**src/sthd_pkg.sv**
```systemverilog
// ----------------------------------------------------------------------------
// sthd_pkg: shared types and constants of the scheduled thermostat drive
// command and status codes, sequencer states, schedule entry layout and
// the time compare used by the table lookup and the sort pass
// ----------------------------------------------------------------------------
package sthd_pkg;

  // default schedule depth
  localparam int MAX_ENTRIES_DEF = 16;

  // temperature and time limits
  localparam logic [8:0] TEMP_MAX   = 9'd500;
  localparam logic [8:0] SP_RESET   = 9'd250;
  localparam logic [4:0] HOUR_MAX   = 5'd23;
  localparam logic [5:0] MINUTE_MAX = 6'd59;

  // burst cycle constants
  localparam int         ERR_LIMIT  = 15;
  localparam logic [4:0] ON_EXTRA   = 5'd4;
  localparam logic [4:0] BURST_SPAN = 5'd16;

  // request kinds
  localparam logic [2:0] CMD_TICK   = 3'd0;
  localparam logic [2:0] CMD_SAMPLE = 3'd1;
  localparam logic [2:0] CMD_INSERT = 3'd2;
  localparam logic [2:0] CMD_DELETE = 3'd3;
  localparam logic [2:0] CMD_EDIT   = 3'd4;

  // result status codes
  localparam logic [1:0] ST_OK    = 2'd0;
  localparam logic [1:0] ST_FULL  = 2'd1;
  localparam logic [1:0] ST_RANGE = 2'd2;

  // one schedule entry as held in the table memory
  typedef struct packed {
    logic [8:0] temp;
    logic [5:0] minute;
    logic [4:0] hour;
  } entry_t;

  // sequencer states
  typedef enum logic [3:0] {
    S_IDLE,
    S_EXEC,
    S_SCAN_RD,
    S_SCAN_CMP,
    S_SAMPLE_FIN,
    S_IDX_RD,
    S_IDX_WAIT,
    S_DEL_RD,
    S_DEL_WR,
    S_SORT_LD,
    S_SORT_LDW,
    S_SORT_RD,
    S_SORT_CMP,
    S_SORT_END,
    S_DONE
  } state_t;

  // true when time a is strictly later than time b
  function automatic logic later_than(logic [4:0] ah, logic [5:0] am,
                                      logic [4:0] bh, logic [5:0] bm);
    later_than = (ah > bh) || ((ah == bh) && (am > bm));
  endfunction

endpackage

```
**src/sthd_ram.sv**
```systemverilog
// ----------------------------------------------------------------------------
// sthd_ram: generic single write port, single read port memory
// one write and one registered read per cycle, no reset of contents
// ----------------------------------------------------------------------------
module sthd_ram #(
  parameter int WIDTH = 20,
  parameter int DEPTH = 16
) (
  input  logic                     clk,
  input  logic                     we,
  input  logic [$clog2(DEPTH)-1:0] waddr,
  input  logic [WIDTH-1:0]         wdata,
  input  logic [$clog2(DEPTH)-1:0] raddr,
  output logic [WIDTH-1:0]         rdata
);

  logic [WIDTH-1:0] mem [DEPTH];
  logic [WIDTH-1:0] rdata_r;

  // write port and registered read port
  always_ff @(posedge clk) begin
    if (we) begin
      mem[waddr] <= wdata;
    end
    rdata_r <= mem[raddr];
  end

  assign rdata = rdata_r;

endmodule

```
**src/scheduled_thermostat_drive.sv**
```systemverilog
// ----------------------------------------------------------------------------
// scheduled_thermostat_drive: time-scheduled heater controller
// sorted schedule table in a small memory, walked one entry at a time by a
// sequencer around a single time comparator; tick-driven burst drive
// ----------------------------------------------------------------------------
// channel   | direction | handshake              | content
// in_       | slave     | tvalid/tready          | tuser cmd, tdata entry/sample
// out_      | master    | tvalid/tready          | tdata drive, setpoint, status
// cfg_      | apb slave | psel/penable/pready    | manual_setpoint at 0x0
//
// a request is worked through to its result before the next is taken; the
// table memory is read one entry at a time (address then registered data)
// through the shared time comparator.
// reset (rst_n low, synchronous) empties the table and clears the drive;
// table contents are not cleared. a stalled result holds in the output
// register while the next request is already taken and worked on.
// ----------------------------------------------------------------------------
module scheduled_thermostat_drive #(
  parameter int MAX_ENTRIES = sthd_pkg::MAX_ENTRIES_DEF
) (
  input  logic        clk,
  input  logic        rst_n,
  // request channel
  input  logic        in_tvalid,
  output logic        in_tready,
  // sensor_reading[9:0], hour_now[14:10], minute_now[20:15],
  // entry_temperature[29:21], entry_index[34:30]
  input  logic [39:0] in_tdata,
  // cmd[2:0]
  input  logic [2:0]  in_tuser,
  // result channel
  output logic        out_tvalid,
  input  logic        out_tready,
  // heater_on[0], setpoint[9:1], active_entry[13:10], entry_count[18:14],
  // status[20:19]
  output logic [23:0] out_tdata,
  // configuration port
  input  logic        cfg_psel,
  input  logic        cfg_penable,
  input  logic        cfg_pwrite,
  input  logic [1:0]  cfg_paddr,
  input  logic [31:0] cfg_pwdata,
  output logic [31:0] cfg_prdata,
  output logic        cfg_pready
);

  import sthd_pkg::*;

  localparam int IW   = $clog2(MAX_ENTRIES);
  localparam int CW   = $clog2(MAX_ENTRIES + 1);
  localparam int CMPW = (CW > 5) ? CW : 5;

  // sequencer and control state
  state_t          st_r, st_nxt;
  logic [CW-1:0]   cnt_r, cnt_nxt;
  logic [IW-1:0]   ix_r, ix_nxt;
  logic [1:0]      status_r, status_nxt;
  logic [8:0]      cur_sp_r, cur_sp_nxt;
  logic [IW-1:0]   cur_entry_r, cur_entry_nxt;
  logic [3:0]      last_err_r, last_err_nxt;
  logic            burst_en_r, burst_en_nxt;
  logic            cyc_run_r, cyc_run_nxt;
  logic [4:0]      on_left_r, on_left_nxt;
  logic [4:0]      off_left_r, off_left_nxt;
  logic            drive_r, drive_nxt;
  logic            out_v_r, out_v_nxt;
  logic [23:0]     out_data_r, out_data_nxt;
  logic [8:0]      manual_r;

  // datapath registers
  entry_t          carry_r, carry_nxt;
  entry_t          hold_r, hold_nxt;
  logic [2:0]      cmd_r;
  logic [9:0]      rd_r;
  logic [4:0]      hr_r;
  logic [5:0]      mn_r;
  logic [8:0]      tp_r;
  logic [4:0]      idx_r;

  // table memory port
  logic            ram_we;
  logic [IW-1:0]   ram_waddr;
  logic [IW-1:0]   ram_raddr;
  entry_t          ram_wdata;
  entry_t          ram_rdata;

  logic            in_fire;
  logic            cfg_wr;
  entry_t          new_entry;
  logic            entry_later;
  logic [CMPW-1:0] idx_c;
  logic [CMPW-1:0] cnt_c;
  logic [10:0]     diff;
  logic [4:0]      on_v;
  logic [4:0]      off_v;

  assign in_fire    = in_tvalid && in_tready;
  assign in_tready  = (st_r == S_IDLE);
  assign out_tvalid = out_v_r;
  assign out_tdata  = out_data_r;

  // configuration register
  assign cfg_pready = 1'b1;
  assign cfg_wr     = cfg_psel && cfg_penable && cfg_pwrite && cfg_pready;
  assign cfg_prdata = (cfg_paddr == 2'd0) ? {23'd0, manual_r} : 32'd0;

  always_ff @(posedge clk) begin
    if (!rst_n) begin
      manual_r <= SP_RESET;
    end else if (cfg_wr) begin
      manual_r <= cfg_pwdata[8:0];
    end
  end

  // request capture
  always_ff @(posedge clk) begin
    if (in_fire) begin
      cmd_r <= in_tuser;
      rd_r  <= in_tdata[9:0];
      hr_r  <= in_tdata[14:10];
      mn_r  <= in_tdata[20:15];
      tp_r  <= in_tdata[29:21];
      idx_r <= in_tdata[34:30];
    end
  end

  // clamped entry for insert and edit; first entry always starts at midnight
  always_comb begin
    new_entry.temp   = (tp_r > TEMP_MAX) ? 9'd0 : tp_r;
    new_entry.hour   = ((hr_r > HOUR_MAX) || (cnt_r == '0)) ? 5'd0 : hr_r;
    new_entry.minute = ((mn_r > MINUTE_MAX) || (cnt_r == '0)) ? 6'd0 : mn_r;
  end

  // shared comparator: memory entry against either the time now or the carry
  always_comb begin
    if (st_r == S_SCAN_CMP) begin
      entry_later = later_than(ram_rdata.hour, ram_rdata.minute, hr_r, mn_r);
    end else begin
      entry_later = later_than(ram_rdata.hour, ram_rdata.minute,
                               carry_r.hour, carry_r.minute);
    end
  end

  assign idx_c = CMPW'(idx_r);
  assign cnt_c = CMPW'(cnt_r);
  assign diff  = {2'b00, cur_sp_r} - {1'b0, rd_r};

  // schedule table
  sthd_ram #(
    .WIDTH ($bits(entry_t)),
    .DEPTH (MAX_ENTRIES)
  ) u_table (
    .clk   (clk),
    .we    (ram_we),
    .waddr (ram_waddr),
    .wdata (ram_wdata),
    .raddr (ram_raddr),
    .rdata (ram_rdata)
  );

  // sequencer: next state, datapath updates and memory control
  always_comb begin
    st_nxt        = st_r;
    cnt_nxt       = cnt_r;
    ix_nxt        = ix_r;
    status_nxt    = status_r;
    cur_sp_nxt    = cur_sp_r;
    cur_entry_nxt = cur_entry_r;
    last_err_nxt  = last_err_r;
    burst_en_nxt  = burst_en_r;
    cyc_run_nxt   = cyc_run_r;
    on_left_nxt   = on_left_r;
    off_left_nxt  = off_left_r;
    drive_nxt     = drive_r;
    carry_nxt     = carry_r;
    hold_nxt      = hold_r;
    out_data_nxt  = out_data_r;
    out_v_nxt     = out_v_r && !out_tready;
    ram_we        = 1'b0;
    ram_waddr     = ix_r;
    ram_wdata     = carry_r;
    ram_raddr     = ix_r;
    on_v          = cyc_run_r ? on_left_r : 5'(last_err_r) + ON_EXTRA;
    off_v         = cyc_run_r ? off_left_r : BURST_SPAN - 5'(last_err_r);

    case (st_r)
      S_IDLE: begin
        if (in_fire) begin
          status_nxt = ST_OK;
          st_nxt     = S_EXEC;
        end
      end

      // dispatch on the request kind
      S_EXEC: begin
        st_nxt = S_DONE;
        case (cmd_r)
          CMD_TICK: begin
            if (burst_en_r) begin
              cyc_run_nxt  = 1'b1;
              on_left_nxt  = on_v;
              off_left_nxt = off_v;
              if (on_v != '0) begin
                drive_nxt   = 1'b1;
                on_left_nxt = on_v - 5'd1;
              end else if (off_v != '0) begin
                drive_nxt    = 1'b0;
                off_left_nxt = off_v - 5'd1;
              end else begin
                cyc_run_nxt = 1'b0;
              end
            end
          end
          CMD_SAMPLE: begin
            if (cnt_r == '0) begin
              cur_entry_nxt = '0;
              cur_sp_nxt    = (manual_r > TEMP_MAX) ? 9'd0 : manual_r;
              st_nxt        = S_SAMPLE_FIN;
            end else begin
              ix_nxt = '0;
              st_nxt = S_SCAN_RD;
            end
          end
          CMD_INSERT: begin
            if (cnt_r == CW'(MAX_ENTRIES)) begin
              status_nxt = ST_FULL;
            end else begin
              carry_nxt = new_entry;
              cnt_nxt   = cnt_r + CW'(1);
              ix_nxt    = IW'(cnt_r);
              st_nxt    = (cnt_r == '0) ? S_SORT_END : S_SORT_RD;
            end
          end
          CMD_DELETE: begin
            if (idx_c > cnt_c) begin
              status_nxt = ST_RANGE;
            end else if (idx_c == cnt_c) begin
              cnt_nxt = '0;
            end else begin
              ix_nxt = IW'(idx_r);
              st_nxt = S_IDX_RD;
            end
          end
          CMD_EDIT: begin
            if (idx_c >= cnt_c) begin
              status_nxt = ST_RANGE;
            end else begin
              ix_nxt = IW'(idx_r);
              st_nxt = S_IDX_RD;
            end
          end
          default: begin
            st_nxt = S_DONE;
          end
        endcase
      end

      // lookup: last entry not later than now, entry 0 as fallback
      S_SCAN_RD: begin
        ram_raddr = ix_r;
        st_nxt    = S_SCAN_CMP;
      end

      S_SCAN_CMP: begin
        if ((ix_r == '0) || !entry_later) begin
          cur_entry_nxt = ix_r;
          cur_sp_nxt    = ram_rdata.temp;
        end
        if ((CW'(ix_r) + CW'(1)) < cnt_r) begin
          ix_nxt = ix_r + IW'(1);
          st_nxt = S_SCAN_RD;
        end else begin
          st_nxt = S_SAMPLE_FIN;
        end
      end

      // error decides forced drive on, forced drive off or burst mode
      S_SAMPLE_FIN: begin
        if ($signed(diff) > 11'sd15) begin
          drive_nxt    = 1'b1;
          burst_en_nxt = 1'b0;
          cyc_run_nxt  = 1'b0;
        end else if ($signed(diff) <= 11'sd0) begin
          drive_nxt    = 1'b0;
          burst_en_nxt = 1'b0;
          cyc_run_nxt  = 1'b0;
        end else begin
          burst_en_nxt = 1'b1;
          last_err_nxt = diff[3:0];
        end
        st_nxt = S_DONE;
      end

      // read the addressed entry for edit or delete
      S_IDX_RD: begin
        ram_raddr = ix_r;
        st_nxt    = S_IDX_WAIT;
      end

      S_IDX_WAIT: begin
        hold_nxt = ram_rdata;
        if (cmd_r == CMD_EDIT) begin
          // entry 0 keeps its time
          ram_we    = 1'b1;
          ram_waddr = ix_r;
          ram_wdata = (ix_r == '0) ? {new_entry.temp, ram_rdata.minute, ram_rdata.hour}
                                   : {new_entry.temp, mn_r > MINUTE_MAX ? 6'd0 : mn_r,
                                      hr_r > HOUR_MAX ? 5'd0 : hr_r};
          st_nxt    = S_SORT_LD;
        end else if ((CW'(ix_r) + CW'(1)) < cnt_r) begin
          st_nxt = S_DEL_RD;
        end else begin
          cnt_nxt = cnt_r - CW'(1);
          st_nxt  = S_DONE;
        end
      end

      // delete: shift later entries down one place
      S_DEL_RD: begin
        ram_raddr = ix_r + IW'(1);
        st_nxt    = S_DEL_WR;
      end

      S_DEL_WR: begin
        ram_we    = 1'b1;
        ram_waddr = ix_r;
        ram_wdata = (ix_r == '0) ? {ram_rdata.temp, hold_r.minute, hold_r.hour}
                                 : ram_rdata;
        ix_nxt    = ix_r + IW'(1);
        if ((CW'(ix_r) + CW'(2)) < cnt_r) begin
          st_nxt = S_DEL_RD;
        end else begin
          cnt_nxt = cnt_r - CW'(1);
          st_nxt  = S_DONE;
        end
      end

      // sort pass from the end: load the last entry as the carry
      S_SORT_LD: begin
        ram_raddr = IW'(cnt_r - CW'(1));
        st_nxt    = S_SORT_LDW;
      end

      S_SORT_LDW: begin
        carry_nxt = ram_rdata;
        ix_nxt    = IW'(cnt_r - CW'(1));
        st_nxt    = (cnt_r == CW'(1)) ? S_SORT_END : S_SORT_RD;
      end

      S_SORT_RD: begin
        ram_raddr = ix_r - IW'(1);
        st_nxt    = S_SORT_CMP;
      end

      // later of the pair goes up, earlier one travels on as carry
      S_SORT_CMP: begin
        ram_we    = 1'b1;
        ram_waddr = ix_r;
        if (entry_later) begin
          ram_wdata = ram_rdata;
        end else begin
          ram_wdata = carry_r;
          carry_nxt = ram_rdata;
        end
        ix_nxt = ix_r - IW'(1);
        st_nxt = (ix_r == IW'(1)) ? S_SORT_END : S_SORT_RD;
      end

      S_SORT_END: begin
        ram_we    = 1'b1;
        ram_waddr = '0;
        ram_wdata = carry_r;
        st_nxt    = S_DONE;
      end

      // load the result once the output register is free
      S_DONE: begin
        if (!out_v_r || out_tready) begin
          out_v_nxt    = 1'b1;
          out_data_nxt = {3'b000, status_r, 5'(cnt_r), 4'(cur_entry_r), cur_sp_r, drive_r};
          st_nxt       = S_IDLE;
        end
      end

      default: begin
        st_nxt = S_IDLE;
      end
    endcase
  end

  // control registers
  always_ff @(posedge clk) begin
    if (!rst_n) begin
      st_r        <= S_IDLE;
      cnt_r       <= '0;
      ix_r        <= '0;
      status_r    <= ST_OK;
      cur_sp_r    <= SP_RESET;
      cur_entry_r <= '0;
      last_err_r  <= '0;
      burst_en_r  <= 1'b0;
      cyc_run_r   <= 1'b0;
      on_left_r   <= '0;
      off_left_r  <= '0;
      drive_r     <= 1'b0;
      out_v_r     <= 1'b0;
    end else begin
      st_r        <= st_nxt;
      cnt_r       <= cnt_nxt;
      ix_r        <= ix_nxt;
      status_r    <= status_nxt;
      cur_sp_r    <= cur_sp_nxt;
      cur_entry_r <= cur_entry_nxt;
      last_err_r  <= last_err_nxt;
      burst_en_r  <= burst_en_nxt;
      cyc_run_r   <= cyc_run_nxt;
      on_left_r   <= on_left_nxt;
      off_left_r  <= off_left_nxt;
      drive_r     <= drive_nxt;
      out_v_r     <= out_v_nxt;
    end
  end

  // payload registers
  always_ff @(posedge clk) begin
    carry_r    <= carry_nxt;
    hold_r     <= hold_nxt;
    out_data_r <= out_data_nxt;
  end

  // entry count never passes the table depth
  a_cnt_bound: assert property (@(posedge clk) disable iff (!rst_n)
    cnt_r <= CW'(MAX_ENTRIES))
    else $error("entry count above table depth");

  // one request at a time: no new request straight after one is taken
  a_one_req: assert property (@(posedge clk) disable iff (!rst_n)
    in_fire |=> !in_tready)
    else $error("request taken while previous one in progress");

  // a full status is reported only with a full table
  a_full_status: assert property (@(posedge clk) disable iff (!rst_n)
    (st_r == S_DONE && status_r == ST_FULL) |-> cnt_r == CW'(MAX_ENTRIES))
    else $error("full status with room left in the table");

  // a running burst cycle implies burst mode
  a_burst_run: assert property (@(posedge clk) disable iff (!rst_n)
    cyc_run_r |-> burst_en_r)
    else $error("burst cycle running outside burst mode");

endmodule
```
**config.mk**
```make
export PLATFORM = sky130hd
export DESIGN_NAME = scheduled_thermostat_drive
export DESIGN_NICKNAME = d
export VERILOG_FILES = /design/src/sthd_pkg.sv /design/src/sthd_ram.sv /design/src/scheduled_thermostat_drive.sv
export SDC_FILE = /design/constraint.sdc
export NUM_CORES = 1
export LEC_CHECK = 0
export BUFFER_PORTS_ARGS = -buffer_cell sky130_fd_sc_hd__buf_4
export CAP_MARGIN = 10
export CORE_ASPECT_RATIO = 0.9
export CORE_MARGIN = 1
export CORE_UTILIZATION = 45
export DETAILED_ROUTE_END_ITERATION = 8
export PLACE_DENSITY_LB_ADDON = 0.3
export SLEW_MARGIN = 20
export SYNTH_ARGS = -nofsm -noshare
export SYNTH_HDL_FRONTEND = slang
export SYNTH_HIERARCHICAL = 1
export SYNTH_SLANG_ARGS = --single-unit
```
**constraint.sdc**
```tcl
create_clock -name clk -period 5.2 [get_ports clk]
set_input_delay 1.04 -clock clk [delete_from_list [all_inputs] [get_ports clk]]
set_output_delay 1.04 -clock clk [all_outputs]
set_load 0.01 [all_outputs]
```
* After elaboration in Yosys (flattened, before gate mapping)
Memories as Yosys holds them, arrays and structs flattened. A register that Yosys moved wholly into a read port is not among the register bits.
Index checks and enable logic that the tools add are counted.
Widths: inputs -> output; s select.
** Word-level totals
- Register bits after elaboration :: 145
- Memory bits (writable) :: 320
- Input port bits :: 84
- Output and inout bits :: 59
- Logic and storage cells :: 238
- Memories :: 1
** Operators by class
- Add/sub/neg operators :: 11
- Magnitude comparators :: 14
- Eq/ne operators :: 52
- Muxes and demuxes :: 91
- Bitwise logic cells :: 2
- Reduce and logical (&&, ||, !) cells :: 41
** Memory list
- u_table.mem :: depth 16, width 20, rd ports 1, clocked after memory_dff 1, wr ports 1, RTL line sthd_ram.sv:17 : logic [WIDTH-1:0] mem [DEPTH];
** Operators with widths (count)
- $pmux 20 s3 :: 2
- $mux 20 :: 5
- $mux 4 :: 18
- $mux 5 :: 13
- $pmux 4 s14 :: 1
- $mux 9 :: 6
- $ne 3x3->1 const B :: 11
- $pmux 4 s4 :: 2
- $eq 4x4->1 const B :: 7
- $mux 11 :: 2
- $pmux 4 s5 :: 1
- $mux 1 :: 19
- $gt 9x9->1 const B :: 2
- $mux 3 :: 6
- $pmux 9 s2 :: 1
- $eq 4x3->1 const B :: 4
- $ne 2x2->1 const B :: 8
- $reduce_and 8->1 :: 2
- $eq 5x5->1 :: 3
- $gt 5x5->1 :: 3
- $pmux 5 s3 :: 1
- $reduce_bool 5->1 :: 3
- $sub 5x1->5 const B :: 3
- $gt 6x6->1 :: 2
- other kinds (50) :: 86

* Logic depth before layout (Yosys ltp)
- Depth after elaboration :: 8
- Gate-level depth with buffers :: 12
- Gate-level depth less buffers :: 11

* Cells and area by module
Netlist, hierarchy kept.
** By module, submodules not included
- sthd_ram :: times used 1, cells each 533, area an instance 12530.8 um^2, seq. area each 10009.6 um^2
- scheduled_thermostat_drive :: times used 1, cells each 961, area an instance 8964.8 um^2, seq. area each 3803.6 um^2

* Least setup slack after synthesis
No wires, ideal clock.
- Path kind :: register to register
- Start :: reg st_r[1]
- End :: mem u_table.mem[0][0] (enable)
- Library setup time :: 422 ps
- Data arrival time :: 3250 ps
- Data required time :: 4778 ps
- Slack :: 1528 ps
- Stages on the path, launching flop included :: 9
- Buffers on the path :: 1
- Clock period less this slack :: 3672 ps
- Cells stage by stage :: dfxtp_1 buf_2 and2_1 nand2_1 inv_1 nand2_1 o21ai_0 or3b_2 nor3_1
** Between the ends
- Longest elaborated chain between the ends :: 5
- Elaborated cells on any way between the ends :: 9
- Those cells by class :: 4 x eq/ne; 4 x mux; 1 x reduce/logical
** Ends and longest elaborated chain
- start: declaration :: RTL line scheduled_thermostat_drive.sv:54 : state_t st_r, st_nxt;
- start signal: assignment :: RTL line scheduled_thermostat_drive.sv:408 : st_r <= st_nxt;
- $eq 4x4->1 :: RTL line scheduled_thermostat_drive.sv:186 : case (st_r)
- $reduce_or 3->1 (no source line)
- $pmux 1 s2 (*) :: RTL line scheduled_thermostat_drive.sv:186
- named net ram_we :: RTL line scheduled_thermostat_drive.sv:81 : logic ram_we;
- $mux 1 (*) :: RTL line sthd_ram.sv:22 : if (we) begin
- $mux 1 (not written as such) (*) :: RTL line sthd_ram.sv:23 : mem[waddr] <= wdata;
- end: declaration :: RTL line sthd_ram.sv:17
The timed path passes the listed nets; every way through them passes the cells marked *.

* Worst setup path after layout
- Start :: reg st_r[0]
- End :: mem u_table.mem[15][17] (enable)
The elaborated chain is that of the path after synthesis.

==> flow_summary.ini <==
[critical_path]
cp_data_required_time_ns = 5.48
end_kind = flop
worst_r2r_path_depth = 8
worst_setup_path_start_kind = flop
arrival_ns = 4.29
path_max_fanout = 28
criticalPathCategory = reg2reg

[routing]
viasPerCell = 5.99
first_pass_iters = 8
num_vias = 13600
drc_errors = 0
final_antenna_net_count = 0
wl_per_cell_um = 23.4
drt-total-wl_um = 53100
drt_iter0_drc = 1601

[final_layout]
fillCellCount = 3843
finish.instance_area_mm2 = 0.0246
drive_above_1_share = 0.190
utilization = 0.524
area_growth_pct = 14.4
num-nets-final = 1756
final_cells = 2267

[timing]
fin_ws_ns = 1.19
whs_ns = 0.442
finalMaxSlewViolations = 0
fin_crit_ns = 4.01
skew_ns = 0.0227
fin_crit_sh = 0.771
max_freq_ghz = 0.249
setup_viol = 0
rsz0062_at_grt = false
setup_tns_ns = 0
slew_headroom = 0.248
finalHoldViolations = 0
tightestPinTransition_ns = 1.13

[placed_design]
placed_cells = 2178
portBuffers = 87
hpwl_um = 34400
dp_worst_setup_slack_ns = 1.33
gp_congestion = 0.930
placed_area_mm2 = 0.0231

[cts]
clk_path_buf_depth = 3
cts_resized = 0
ctsHoldBuffers = 0
clockRootBuffer = clkbuf_16
clock_latency_ns = 0.59
cts.clk_slew.worst_paths_ns = 0.06
cts.htree.levels = 2
cts_tree = done
cts.sinks = 485
numCtsBuffers = 49
cts_setup_buffers = 0

[logic_synthesis]
synthXorXnorAreaFrac = 0.00774
synth_mux_area_frac = 0.0936
yosysTopAreaCell = edfxtp_1
synth-compound-area-share = 0.109
synth_edf_count = 410
synth-adder-area-share = 0.0347
ys_seq_elements = 485
synth_top_area_share = 0.573
synth.area.top_cells = edfxtp_1 (57%), dfxtp_1 (7.0%), mux4_2 (6.7%)
postSynthCellCount = 1494
syn_area_per_cell_um2 = 14.4
async_flop_share = 0
synth_flop_cell = edfxtp_1
synth.cell_area_mm2 = 0.0215
yosys_warnings = 6
seq_area_frac_synth = 0.643
yosysMostFrequentCell = edfxtp_1
synth.distinct_cells = 72
synth_top_family_by_area = compound AO/OA/AOI/OAI gates
synthSimpleGateAreaFrac = 0.0776
yosys-top-cells-count = edfxtp_1 (410), nand2_1 (125), a21oi_1 (80)

[global_route]
grt_use_total = 0.221
gr-total-overflow = 0
grt_max_degree = 57
antenna_found_initial = 1
grt_pass1_vias = 13100
grt_pass1_wl_um = 80600

[floorplan]
die_height_um = 209
start_util = 0.458
fp.dieW_um = 232
io_pins = 143
std_cell_rows = 75
die_area_mm2 = 0.0486
core_area_mm2 = 0.0469

[power_and_ir_drop]
p_per_area_mw_per_mm2 = 527
p_total_mw = 13.0
leakagePower_nw = 8.59
max-vdd-ir-drop_uv = 252

[worst_hold_path]
hp-class = reg2reg
hold_depth = 0

[flow_run]
drv_cap = 0

[status]
status = complete, no violations
==> final timing paths <==
kind / from / to / slack [ns]
max: st_r[0]$_SDFFE_PN0P_ / u_table/mem[15][17]$_DFFE_PP_ / 1.19
min: cur_entry_r[0]$_SDFFE_PN0P_ / out_tdata[10]$_DFFE_PP_ / 0.44
max reg2reg: st_r[0]$_SDFFE_PN0P_ / u_table/mem[15][17]$_DFFE_PP_ / 1.19
min reg2reg: cur_entry_r[0]$_SDFFE_PN0P_ / out_tdata[10]$_DFFE_PP_ / 0.44
==> cells by family after synthesis <==
kind of cell	Yosys count
AO/OA/AOI/OAI	339
XOR/XNOR	19
adder cells (fa/ha/maj)	59
buffers and inverters	150
flip-flops	485
multiplexers	95
other	2
AND/OR/NAND/NOR	345
==> final cells by class <==
class | instances | area (um^2) | area share
diodes | 1 | 2.50 | 0.000102
clock buffers | 64 | 1320 | 0.0538
repair buffers | 140 | 1140 | 0.0463
flip-flops and latches | 485 | 13800 | 0.562
clock inverters | 24 | 186 | 0.00758
well taps | 616 | 771 | 0.0313
inverters | 53 | 199 | 0.00809
multi-input cells | 884 | 7150 | 0.291
==> report_power, final <==
| group | total (mW) | internal [mW] | switching, mW |
|---|---|---|---|
| sequential | 5.33 | 4.95 | 0.382 |
| clock | 3.33 | 1.85 | 1.47 |
| combinational | 4.30 | 1.73 | 2.57 |
==> worst max-delay path, stage by stage (launching register included) <==
cell and delay, ns:
dfxtp_1 0.62, nor2_1 0.34, nand2_1 0.16, inv_1 0.56, nand2_1 0.39, o21ai_0 0.31
nand3_1 0.29, nor2_2 0.68, buf_4 0.33
==> placed cells by master, fill, tap and decap left out, types with 7 or more instances in the layout <==
cell type / netlist / routed
a21oi_1: 80 / 79
a222oi_1: 10 / 10
a211oi_1: 15 / 15
clkbuf_16: 0 / 49
buf_4: 31 / 133
nand3_1: 23 / 23
edfxtp_1: 410 / 410
mux4_1: 16 / 16
dfxtp_1: 75 / 75
a31oi_1: 10 / 10
a22oi_1: 51 / 51
nand2_1: 125 / 125
ha_1: 58 / 58
a22o_1: 27 / 26
mux4_2: 64 / 64
and3_1: 12 / 10
nor3_1: 26 / 22
a221o_1: 9 / 8
nor2_2: 0 / 12
nor2b_1: 20 / 18
inv_1: 53 / 53
nor2_1: 70 / 57
conb_1: 2 / 27
nand2b_1: 19 / 19
a221oi_1: 9 / 9
xnor2_1: 10 / 10
clkbuf_1: 43 / 11
o21ai_0: 54 / 54
and2_1: 15 / 15
mux2i_1: 15 / 15
xor2_1: 9 / 9
buf_12: 0 / 7
o211ai_1: 13 / 13
a21o_1: 10 / 10
==> sequential cells by signal (all words and copies together), names as in the netlist, 10 cells and up <==
signal and count:
out_tdata 21, carry_r 20, hold_r 11, u_table/mem 320, u_table/rdata 20, rd_r 10
==> per-layer routing <==
metal	GRT usage	part of all wire	wire length, um	vias to the layer above
met5	0	0	0	-
met4	0.0783	0.028	1510	0
met3	0.0332	0.068	3600	94
met2	0.342	0.47	24800	570
met1	0.319	0.44	23200	6876
li1	-	-	-	6046
Note: power is estimated with default switching activity, not from simulation.
